<file path="src/rtl/mspf_pkg.sv">
// Shared constants and types for the motor speed PID controller.
package mspf_pkg;

    localparam int unsigned TARGET_W    = 10;
    localparam int unsigned GAIN_W      = 16;
    localparam int unsigned PERIOD_W    = 16;
    localparam int unsigned SPEED_W     = 17;
    localparam int unsigned DRIVE_W     = 9;
    localparam int unsigned ERR_W       = 19;
    localparam int unsigned INTEG_W     = 32;
    localparam int unsigned PROD_W      = 49;
    localparam int unsigned ACC_W       = 40;
    localparam int unsigned DIV_W       = 48;
    localparam int unsigned DIVISOR_W   = 16;
    localparam int unsigned DIV_CNT_W   = 5;

    localparam int unsigned TARGET_MAX  = 580;
    localparam int unsigned DRIVE_MAX   = 400;
    localparam int unsigned SPEED_NUM   = 129120;
    localparam int unsigned FF_NUM      = 174;
    localparam int unsigned FF_SHIFT    = 8;
    localparam int unsigned INTEG_DIV   = 5000;
    localparam int unsigned DERIV_DIV   = 50;

    // Dividend widths, left-justified in the divider; two bits per cycle
    localparam int unsigned SPEED_BITS  = 18;
    localparam int unsigned INTEG_BITS  = 48;
    localparam int unsigned DERIV_BITS  = 34;
    localparam logic [DIV_CNT_W-1:0] SPEED_CYCLES = DIV_CNT_W'(SPEED_BITS / 2);
    localparam logic [DIV_CNT_W-1:0] INTEG_CYCLES = DIV_CNT_W'(INTEG_BITS / 2);
    localparam logic [DIV_CNT_W-1:0] DERIV_CYCLES = DIV_CNT_W'(DERIV_BITS / 2);

    localparam logic [1:0] REG_TARGET = 2'd0;
    localparam logic [1:0] REG_GAIN_P = 2'd1;
    localparam logic [1:0] REG_GAIN_I = 2'd2;
    localparam logic [1:0] REG_GAIN_D = 2'd3;

    typedef struct packed {
        logic                  start;
        logic [DIV_W-1:0]      dividend;
        logic [DIVISOR_W-1:0]  divisor;
        logic [DIV_CNT_W-1:0]  cycles;
    } div_req_t;

    typedef struct packed {
        logic                  done;
        logic [DIV_W-1:0]      quotient;
    } div_rsp_t;

endpackage

</file>
<file path="src/rtl/mspf_div.sv">
// Shared serial restoring divider, two quotient bits per cycle.
module mspf_div
(
    input  logic              clk,
    input  logic              rst_n,
    input  mspf_pkg::div_req_t req,
    output mspf_pkg::div_rsp_t rsp
);
    import mspf_pkg::*;

    logic [DIVISOR_W-1:0] rem_reg;
    logic [DIV_W-1:0]     quo_reg;
    logic [DIVISOR_W-1:0] dvs_reg;
    logic [DIV_CNT_W-1:0] cnt_reg;
    logic                 busy_reg;
    logic                 done_reg;

    logic [DIVISOR_W-1:0] rem_mid;
    logic [DIV_W-1:0]     quo_mid;
    logic [DIVISOR_W-1:0] rem_next;
    logic [DIV_W-1:0]     quo_next;

    function automatic logic [DIVISOR_W+DIV_W-1:0] div_step(
        input logic [DIVISOR_W-1:0] r,
        input logic [DIV_W-1:0]     q,
        input logic [DIVISOR_W-1:0] d
    );
        logic [DIVISOR_W:0]   t;
        logic [DIVISOR_W:0]   s;
        logic                 bit_q;
        logic [DIVISOR_W-1:0] r_out;
        t = {r, q[DIV_W-1]};
        s = t - {1'b0, d};
        bit_q = (t >= {1'b0, d});
        r_out = bit_q ? s[DIVISOR_W-1:0] : t[DIVISOR_W-1:0];
        return {r_out, q[DIV_W-2:0], bit_q};
    endfunction

    always_comb
    begin
        {rem_mid, quo_mid}   = div_step(rem_reg, quo_reg, dvs_reg);
        {rem_next, quo_next} = div_step(rem_mid, quo_mid, dvs_reg);
    end

    always_ff @(posedge clk or negedge rst_n)
    begin
        if (!rst_n)
        begin
            rem_reg  <= '0;
            quo_reg  <= '0;
            dvs_reg  <= '0;
            cnt_reg  <= '0;
            busy_reg <= 1'b0;
            done_reg <= 1'b0;
        end
        else if (req.start)
        begin
            rem_reg  <= '0;
            quo_reg  <= req.dividend;
            dvs_reg  <= req.divisor;
            cnt_reg  <= req.cycles;
            busy_reg <= 1'b1;
            done_reg <= 1'b0;
        end
        else if (busy_reg)
        begin
            rem_reg  <= rem_next;
            quo_reg  <= quo_next;
            cnt_reg  <= cnt_reg - 1'b1;
            busy_reg <= (cnt_reg != DIV_CNT_W'(1));
            done_reg <= (cnt_reg == DIV_CNT_W'(1));
        end
        else
        begin
            done_reg <= 1'b0;
        end
    end

    assign rsp.done     = done_reg;
    assign rsp.quotient = quo_reg;

endmodule

</file>
<file path="src/rtl/motor_speed_pid_feedforward.sv">
// Motor speed PID controller with feedforward, APB configuration, stream I/O.
// One item is in flight at a time; with an edge pair a speed division runs first,
// and a zero target goes straight to the output. Throughput is set by the shared
// two-bit-per-cycle divider (speed, integral, derivative) and the shared 17x32
// multiplier. Reset clears registers and loop state to zero.
module motor_speed_pid_feedforward
(
    input  logic        clk,
    input  logic        rst_n,
    input  logic        psel,
    input  logic        penable,
    input  logic        pwrite,
    input  logic [3:0]  paddr,
    input  logic [31:0] pwdata,
    output logic [31:0] prdata,
    output logic        pready,
    input  logic        s_axis_tvalid,
    output logic        s_axis_tready,
    input  logic [15:0] s_axis_tdata,  // [15:0] edge_period_us
    input  logic        s_axis_tuser,  // [0] edge_pair_seen
    output logic        m_axis_tvalid,
    input  logic        m_axis_tready,
    output logic [31:0] m_axis_tdata   // [8:0] drive_level, [25:9] measured_speed
);
    import mspf_pkg::*;

    typedef enum logic [3:0] {
        ST_IDLE,
        ST_SPD_GO,
        ST_SPD_WAIT,
        ST_ERR,
        ST_MUL_P,
        ST_MUL_I,
        ST_DIV_I_GO,
        ST_DIV_I_WAIT,
        ST_DIV_D_GO,
        ST_DIV_D_WAIT,
        ST_OUT
    } state_t;

    logic [TARGET_W-1:0] target_reg;
    logic [GAIN_W-1:0]   gain_p_reg;
    logic [GAIN_W-1:0]   gain_i_reg;
    logic [GAIN_W-1:0]   gain_d_reg;

    state_t                     state_reg;
    logic [PERIOD_W-1:0]        period_reg;
    logic [SPEED_W-1:0]         speed_reg;
    logic signed [ERR_W-1:0]    diff_reg;
    logic signed [ERR_W-1:0]    dd_reg;
    logic signed [ERR_W-1:0]    prev_reg;
    logic signed [INTEG_W-1:0]  integ_reg;
    logic signed [PROD_W-1:0]   prod_reg;
    logic signed [ACC_W-1:0]    acc_reg;
    logic                       neg_reg;
    logic                       m_valid_reg;
    logic [DRIVE_W+SPEED_W-1:0] m_data_reg;

    logic                       wr_en;
    logic [TARGET_W-1:0]        wr_target;
    logic                       in_xfer;

    logic signed [ERR_W-1:0]    diff;
    logic signed [INTEG_W:0]    integ_sum;
    logic signed [INTEG_W-1:0]  integ_sat;
    logic [TARGET_W+7:0]        ff_prod;

    logic signed [GAIN_W:0]     mul_a;
    logic signed [INTEG_W-1:0]  mul_b;
    logic signed [PROD_W-1:0]   mul_p;
    logic [PROD_W-1:0]          prod_mag;

    logic signed [ACC_W-1:0]    quo_s;
    logic [DRIVE_W-1:0]         drive;

    div_req_t                   div_req;
    div_rsp_t                   div_rsp;

    // Configuration port
    assign pready    = 1'b1;
    assign wr_en     = psel && penable && pwrite && pready;
    assign wr_target = (pwdata[TARGET_W-1:0] > TARGET_W'(TARGET_MAX))
                     ? TARGET_W'(TARGET_MAX) : pwdata[TARGET_W-1:0];

    always_ff @(posedge clk or negedge rst_n)
    begin
        if (!rst_n)
        begin
            target_reg <= '0;
            gain_p_reg <= '0;
            gain_i_reg <= '0;
            gain_d_reg <= '0;
        end
        else if (wr_en)
        begin
            case (paddr[3:2])
                REG_TARGET: target_reg <= wr_target;
                REG_GAIN_P: gain_p_reg <= pwdata[GAIN_W-1:0];
                REG_GAIN_I: gain_i_reg <= pwdata[GAIN_W-1:0];
                REG_GAIN_D: gain_d_reg <= pwdata[GAIN_W-1:0];
                default:    target_reg <= target_reg;
            endcase
        end
    end

    always_comb
    begin
        case (paddr[3:2])
            REG_TARGET: prdata = {22'd0, target_reg};
            REG_GAIN_P: prdata = {16'd0, gain_p_reg};
            REG_GAIN_I: prdata = {16'd0, gain_i_reg};
            REG_GAIN_D: prdata = {16'd0, gain_d_reg};
            default:    prdata = '0;
        endcase
    end

    // Error, integral and feedforward
    assign diff      = $signed({9'd0, target_reg}) - $signed({2'd0, speed_reg});
    assign integ_sum = {integ_reg[INTEG_W-1], integ_reg} + (INTEG_W+1)'(diff);
    assign integ_sat = (integ_sum[INTEG_W] == integ_sum[INTEG_W-1])
                     ? integ_sum[INTEG_W-1:0]
                     : {integ_sum[INTEG_W], {(INTEG_W-1){~integ_sum[INTEG_W]}}};
    assign ff_prod   = 18'(target_reg) * 18'(FF_NUM);

    // Shared multiplier
    always_comb
    begin
        case (state_reg)
            ST_MUL_P:
            begin
                mul_a = $signed({1'b0, gain_p_reg});
                mul_b = INTEG_W'(diff_reg);
            end
            ST_MUL_I:
            begin
                mul_a = $signed({1'b0, gain_i_reg});
                mul_b = integ_reg;
            end
            default:
            begin
                mul_a = $signed({1'b0, gain_d_reg});
                mul_b = INTEG_W'(dd_reg);
            end
        endcase
    end

    assign mul_p    = mul_a * mul_b;
    assign prod_mag = prod_reg[PROD_W-1] ? PROD_W'(-prod_reg) : PROD_W'(prod_reg);

    // Shared divider
    always_comb
    begin
        div_req = '0;
        case (state_reg)
            ST_SPD_GO:
            begin
                div_req.start    = 1'b1;
                div_req.dividend = DIV_W'(SPEED_NUM) << (DIV_W - SPEED_BITS);
                div_req.divisor  = (period_reg == '0) ? DIVISOR_W'(1) : period_reg;
                div_req.cycles   = SPEED_CYCLES;
            end
            ST_DIV_I_GO:
            begin
                div_req.start    = 1'b1;
                div_req.dividend = prod_mag[INTEG_BITS-1:0];
                div_req.divisor  = DIVISOR_W'(INTEG_DIV);
                div_req.cycles   = INTEG_CYCLES;
            end
            ST_DIV_D_GO:
            begin
                div_req.start    = 1'b1;
                div_req.dividend = {prod_mag[DERIV_BITS-1:0], (DIV_W-DERIV_BITS)'(0)};
                div_req.divisor  = DIVISOR_W'(DERIV_DIV);
                div_req.cycles   = DERIV_CYCLES;
            end
            default:
            begin
                div_req = '0;
            end
        endcase
    end

    mspf_div u_div
    (
        .clk   (clk),
        .rst_n (rst_n),
        .req   (div_req),
        .rsp   (div_rsp)
    );

    assign quo_s = neg_reg ? -$signed(div_rsp.quotient[ACC_W-1:0])
                           : $signed(div_rsp.quotient[ACC_W-1:0]);

    always_comb
    begin
        if (acc_reg < 0)
        begin
            drive = '0;
        end
        else if (acc_reg > ACC_W'(DRIVE_MAX))
        begin
            drive = DRIVE_W'(DRIVE_MAX);
        end
        else
        begin
            drive = acc_reg[DRIVE_W-1:0];
        end
    end

    assign in_xfer = s_axis_tvalid && s_axis_tready;

    // Sequencer
    always_ff @(posedge clk or negedge rst_n)
    begin
        if (!rst_n)
        begin
            state_reg   <= ST_IDLE;
            period_reg  <= '0;
            speed_reg   <= '0;
            diff_reg    <= '0;
            dd_reg      <= '0;
            prev_reg    <= '0;
            integ_reg   <= '0;
            prod_reg    <= '0;
            acc_reg     <= '0;
            neg_reg     <= 1'b0;
            m_valid_reg <= 1'b0;
            m_data_reg  <= '0;
        end
        else
        begin
            if (m_valid_reg && m_axis_tready)
            begin
                m_valid_reg <= 1'b0;
            end

            case (state_reg)
                ST_IDLE:
                begin
                    if (in_xfer)
                    begin
                        period_reg <= s_axis_tdata;
                        speed_reg  <= '0;
                        acc_reg    <= '0;
                        if (target_reg == '0)
                        begin
                            state_reg <= ST_OUT;
                        end
                        else if (s_axis_tuser)
                        begin
                            state_reg <= ST_SPD_GO;
                        end
                        else
                        begin
                            state_reg <= ST_ERR;
                        end
                    end
                end
                ST_SPD_GO:
                begin
                    state_reg <= ST_SPD_WAIT;
                end
                ST_SPD_WAIT:
                begin
                    if (div_rsp.done)
                    begin
                        speed_reg <= div_rsp.quotient[SPEED_W-1:0];
                        state_reg <= ST_ERR;
                    end
                end
                ST_ERR:
                begin
                    diff_reg  <= diff;
                    dd_reg    <= diff - prev_reg;
                    prev_reg  <= diff;
                    integ_reg <= integ_sat;
                    acc_reg   <= ACC_W'(ff_prod >> FF_SHIFT);
                    state_reg <= ST_MUL_P;
                end
                ST_MUL_P:
                begin
                    prod_reg  <= mul_p;
                    state_reg <= ST_MUL_I;
                end
                ST_MUL_I:
                begin
                    acc_reg   <= acc_reg + prod_reg[ACC_W-1:0];
                    prod_reg  <= mul_p;
                    state_reg <= ST_DIV_I_GO;
                end
                ST_DIV_I_GO:
                begin
                    neg_reg   <= prod_reg[PROD_W-1];
                    prod_reg  <= mul_p;
                    state_reg <= ST_DIV_I_WAIT;
                end
                ST_DIV_I_WAIT:
                begin
                    if (div_rsp.done)
                    begin
                        acc_reg   <= acc_reg + quo_s;
                        state_reg <= ST_DIV_D_GO;
                    end
                end
                ST_DIV_D_GO:
                begin
                    neg_reg   <= prod_reg[PROD_W-1];
                    state_reg <= ST_DIV_D_WAIT;
                end
                ST_DIV_D_WAIT:
                begin
                    if (div_rsp.done)
                    begin
                        acc_reg   <= acc_reg + quo_s;
                        state_reg <= ST_OUT;
                    end
                end
                ST_OUT:
                begin
                    // hold until the output register is free
                    if (!m_valid_reg || m_axis_tready)
                    begin
                        m_data_reg  <= {speed_reg, drive};
                        m_valid_reg <= 1'b1;
                        state_reg   <= ST_IDLE;
                    end
                end
                default:
                begin
                    state_reg <= ST_IDLE;
                end
            endcase
        end
    end

    assign s_axis_tready = (state_reg == ST_IDLE);
    assign m_axis_tvalid = m_valid_reg;
    assign m_axis_tdata  = {6'd0, m_data_reg};

endmodule

</file>
<file path="config.mk">
export PLATFORM = sky130hd
export DESIGN_NAME = motor_speed_pid_feedforward
export DESIGN_NICKNAME = d
export VERILOG_FILES = /design/src/rtl/mspf_pkg.sv /design/src/rtl/mspf_div.sv /design/src/rtl/motor_speed_pid_feedforward.sv
export SDC_FILE = /design/constraint.sdc
export NUM_CORES = 2
export LEC_CHECK = 0
export BUFFER_PORTS_ARGS = -buffer_cell sky130_fd_sc_hd__buf_4
export CAP_MARGIN = 20
export CORE_MARGIN = 1
export CORE_UTILIZATION = 34
export CTS_CLUSTER_SIZE = 24
export DETAILED_ROUTE_END_ITERATION = 6
export SLEW_MARGIN = 20
export SYNTH_ARGS = -nofsm -noshare
export SYNTH_HDL_FRONTEND = slang
export SYNTH_HIERARCHICAL = 1
export SYNTH_SLANG_ARGS = --single-unit
</file>
<file path="constraint.sdc">
create_clock -name clk -period 20 [get_ports clk]
set_clock_uncertainty 0.05 [all_clocks]
set_input_delay 1 -clock clk [delete_from_list [all_inputs] [get_ports clk]]
set_output_delay 1 -clock clk [all_outputs]
set_load 0.05 [all_outputs]
</file>
======== Word level (Yosys, flattened, before mapping) ========
Index checks and enable logic that the tools add are counted.
cells by class
  add/sub/neg operators ................... 10
  multiply operators ...................... 2
  magnitude comparators ................... 5
  equal/unequal tests ..................... 22
  mux-type cells .......................... 40
  bitwise operators ....................... 1
  reductions and logical operators ........ 25
operators with widths
  cell                   count
  $pmux W70 S3           1
  $pmux W40 S4           1
  $mux W48               3
  $pmux W32 S4           1
  $mux W40               3
  $add A40 B40 Y40       2
  $mux W16               5
  $pmux W32 S2           1
  $mul A17 B32 Y49       1
  $neg A48 Y48           1
  $pmux W4 S11           1
  $gt A40 B9 Y1 const B  1
  $lt A40 B1 Y1 const B  1
  $neg A40 Y40           1
  $ge A17 B16 Y1         2
  $mux W17               2
  $pmux W17 S2           1
  $add A32 B18 Y33       1
  $mux W32               1
  $pmux W16 S2           1
  $sub A16 B16 Y16       2
  $mux W4                6
  $sub A18 B18 Y19       1
  $mux W9                2
  other kinds (34)       63
storage, ports and cells
  bits in registers ....................... 368
  input bits .............................. 60
  output and inout port bits .............. 67

======== Longest topological paths before layout ========
  depth in word-level cells ............... 6
  mapped depth ............................ 32
  mapped depth without buffers ............ 29

======== Hierarchy ========
Netlist, hierarchy kept.
modules (own cells, without submodules)
  module                       instances  cells each  area an instance (um^2)
  motor_speed_pid_feedforward  1          4756        40699.0
  mspf_div                     1          641         5835.6

======== Least setup slack after synthesis ========
OpenSTA, ideal clock, no wires.
  path type ............................... reg-to-reg
  from .................................... reg state_reg[0]
  to ...................................... reg prod_reg[43]
  library setup time ...................... 0.132 ns
  arrival time ............................ 7.930 ns
  data required time ...................... 19.818 ns
  setup slack ............................. 11.888 ns
  stages on the path, launching flop included .. 30
  buffers on the path ..................... 4
  period minus slack after synthesis ...... 8.112 ns
  cell sequence ........................... dfrtp_1 -> clkbuf_1 -> buf_1 -> buf_1 -> mux2i_1 -> a21o_1 -> clkbuf_1 -> nor2_1 -> fa_1 -> inv_1 -> fa_1 -> fa_1 -> fa_1 -> inv_1 -> fa_1 -> inv_1 -> fa_1 -> inv_1 -> ha_1 -> a21o_1 -> a21o_1 -> a221oi_1 -> nor3_1 -> nor4_1 -> nor2_1 -> a2111oi_0 -> nor2_1 -> a21oi_1 -> xnor2_1 -> o21ai_1
on the way
  longest elaborated chain between the ends .. 3
  elaborated cells between the ends (all ways) .. 7
  those cells by class .................... 1 x mul; 3 x eq/ne; 2 x mux; 1 x reduce/logical
ends and longest elaborated chain
  item                                                 line                                                                    source
  start: declaration                                   motor_speed_pid_feedforward.sv:46                                       state_t state_reg;
  start signal: assignment                             motor_speed_pid_feedforward.sv:217                                      state_reg <= ST_IDLE;
  start signal: assignment                             motor_speed_pid_feedforward.sv:247                                      state_reg <= ST_OUT;
  start signal: assignment                             motor_speed_pid_feedforward.sv:251                                      state_reg <= ST_SPD_GO;
  $eq A4 B3 Y1                                         motor_speed_pid_feedforward.sv:128, motor_speed_pid_feedforward.sv:237
  $pmux W16 S2 / $pmux W32 S2 (equally long branches)  motor_speed_pid_feedforward.sv:128                                      case (state_reg)
  $mul A17 B32 Y49                                     motor_speed_pid_feedforward.sv:147                                      assign mul_p = mul_a * mul_b;
  end signal: assignment                               motor_speed_pid_feedforward.sv:282                                      prod_reg <= mul_p;
  end signal: assignment                               motor_speed_pid_feedforward.sv:288                                      prod_reg <= mul_p;
  end signal: assignment                               motor_speed_pid_feedforward.sv:294                                      prod_reg <= mul_p;
  end: declaration                                     motor_speed_pid_feedforward.sv:53                                       logic signed [PROD_W-1:0] prod_reg;
Several ways; a longest one is shown, not always the timed one.
A chain may end at the register's enable or synchronous reset.

======== Final worst setup path ========
  from .................................... reg state_reg[2]
  to ...................................... reg prod_reg[46]
The elaborated chain is that of the path after synthesis.

==> metrics.yaml <==
timing:
  max_slew_margin_pct: 20.6
  setup_tns_ps: 0
  clock.fmax_mhz: 98.5
  drv_slew: 0
  worst_slew_pin_slew_ps: 1190
  rsz0062_at_grt: "false"
  hold_viol_final: 0
  post-route-period-util_pct: 50.8
  setup_violations: 0
  fin_crit_ps: 10160
floorplanning:
  fp-row-count: 135
  die-area_um2: 138000
  core-area_um2: 136000
  fp.dieH_um: 372
  dieWidth_um: 372
  boundaryPins: 127
  initial_utilization_pct: 34.3
route:
  ant_nets: 0
  wirelength_mm: 134
  route.detailed.drc: 0
  drt_iter0_markers: 2947
  wl_per_cell_um: 18.7
  firstDrtPassIters: 5
  via_per_inst: 5.26
  vias: 37800
layout:
  postLayoutCoreUtil_pct: 37.3
  nNetsFinal: 6278
  diodes: 0
  final_common_cell: "inv_1"
  area_growth_pct: 8.66
  largest_reg_flops: 49
  layout-drive-gt1-share_pct: 7.34
  fillers: 13800
  final_cell_mix: "inv_1 (782), nand2_1 (668), fa_1 (515)"
critical_path:
  critical_path_class: "register to register"
  r2r-start: "state_reg[2]"
  cp-start-kind: "register"
  reg2regPathDepth: 26
  endpoint_kind: "register"
  crit_arrival_ps: 10580
  timing.critical_path.mode_cell: "fa_1"
  reg2reg_slack_ps: 9840
  crit_required_ps: 20420
  reg2reg_to: "prod_reg[46]"
  cp_slowest_cell: "a21oi_1"
  cp_slowest_stage_delay_ps: 940
  worst-path-max-fanout: 70
logic_synthesis:
  async_reset_ff_share_pct: 100
  netlist_area_um2: 46500
  synth_ff_type: "dfrtp_1"
  ys_seq_area_share_pct: 19.8
  ys_types: 99
  synth_edf_count: 0
  syn_inst: 5397
  synth_top_area_share_pct: 22.2
  ys_top_cells_by_area: "fa_1 (22%), dfrtp_1 (20%), ha_1 (9.2%), inv_1 (6.3%), nand2_1 (5.4%)"
  yosys_warnings: 6
  avgSynthCellArea_um2: 8.62
  yosys.area.top_type: "fa_1"
  synth-seq-cells: 368
hold_path:
  holdCritPathClass: "primary input to asynchronous set/reset pin"
place:
  io_buffers: 85
  hpwl_mm: 105
  place_congestion: 0.895
grt:
  top_usage_layer: "met2"
  grtUsageMet2_pct: 30.5
  grt_pass1_wl_mm: 213
  use_met1_pct: 27.8
  grt.overflow.total: 0
  met3_usage_pct: 2.98
  grt_pass1_vias: 38000
  grt_use_total_pct: 19.4
  antenna_found_initial: 1
  grt_start_max_net_pins: 97
clock_network:
  cts-hold-fix-buffers: 0
  cts-resized-gates: 0
  cts_buffers: 44
  cts_setup_buffers: 0
  cts_sinks: 368
  clock_latency_ps: 620
  cts_root_buf: "clkbuf_16"
  cts_tree: "built"
  clk_path_buf_depth: 3
  h-tree-depth: 2
  clkTransAtPathRegs_ps: 60
run_status:
  status: "finished clean"
job:
  cap_violations: 0
through the flow:
step	setup slack, ps	cell area [um^2]	cells	hold WS, ps
2_1_floorplan	11890	46600	5420	396
3_3_place_gp	9870	49000	7093	413
3_5_place_dp	9750	49000	7093	415
4_1_cts	9740	50500	7173	342
5_1_grt	9310	50600	7174	390
6_report	9840	50600	7174	313
cell families (layout without fill, tap and decap cells):
logic type / count (synthesis) / in the layout / synth area share [%]
adders and majority gates: 859 / 859 / 31.4
AOI/OAI and AO/OA: 1153 / 1153 / 15.8
xor gates and xnor gates: 278 / 278 / 5.23
muxes: 204 / 204 / 4.95
other: 2 / 25 / 0.0161
and+or+nand+nor: 1506 / 1506 / 14.3
buffers and inverters: 1027 / 1000 / 8.52
DFF: 368 / 368 / 19.8
layer usage:
| layer | routed length, um | vias up | share of wire, % |
|---|---|---|---|
| met1 | 63100 | 18700 | 47 |
| met4 | 3050 | 0 | 2.3 |
| li1 | - | 17800 | - |
| met3 | 8830 | 161 | 6.6 |
| met2 | 59300 | 1106 | 44 |
| met5 | 0 | - | 0 |
cell usage after synthesis, types with 13 or more instances:
cell and instances:
nor4_1 29, mux2_2 100, o21ai_0 265, o221ai_1 16
a211oi_1 22, or3_1 26, a31oi_1 25, nor2b_1 27
fa_1 515, dfrtp_1 368, nand4_1 28, a21oi_1 256
and2_1 22, buf_1 16, inv_1 782, nand2b_1 50
o41ai_1 13, nand2_1 670, buf_4 24, nand3_1 58
nor2_1 438, xnor2_1 171, mux2i_1 92, ha_1 344
a22o_1 29, o31ai_1 49, o22ai_1 46, o21a_1 23
a21o_1 149, o211ai_1 27, o21ai_1 75, xor2_1 107
o21bai_1 30, nor3_1 63, and3_1 23, a22oi_1 18
clkbuf_1 201
worst max-delay path, delay by kind of cell (launching register included):
kind,cells,cell delay [ps]
flip-flops,1,610
buffers and inverters,4,900
XOR/XNOR,1,190
AND/OR/NAND/NOR,5,1710
AO/OA/AOI/OAI,9,2910
adder cells (fa/ha/maj),7,3560
worst max-delay path by stage:
| stage | endpoint | cells past startpoint | start | slack (ps) |
|---|---|---|---|---|
| CTS | prod_reg[46] | 28 | state_reg[3] | 9740 |
| finish | prod_reg[46] | 26 | state_reg[2] | 9840 |
| detailed placement | prod_reg[46] | 28 | state_reg[3] | 9750 |
| global placement | prod_reg[46] | 28 | state_reg[3] | 9870 |
| floorplan | prod_reg[43] | 29 | state_reg[0] | 11890 |
| global route | prod_reg[46] | 26 | state_reg[2] | 9310 |
cell type report:
| type | instances | area [um^2] | area share (%) |
|---|---|---|---|
| clock buffer | 67 | 1320 | 2.61 |
| sequential | 368 | 9220 | 18.2 |
| tap | 1781 | 2230 | 4.41 |
| clock inverter | 13 | 190 | 0.376 |
| inverter | 782 | 2940 | 5.81 |
| timing repair buffer | 138 | 1050 | 2.08 |
| multi-input combinational | 4025 | 33600 | 66.5 |
Power is not shown: default switching activity piles up to over one toggle a cycle in this logic, so the estimate is an artifact.
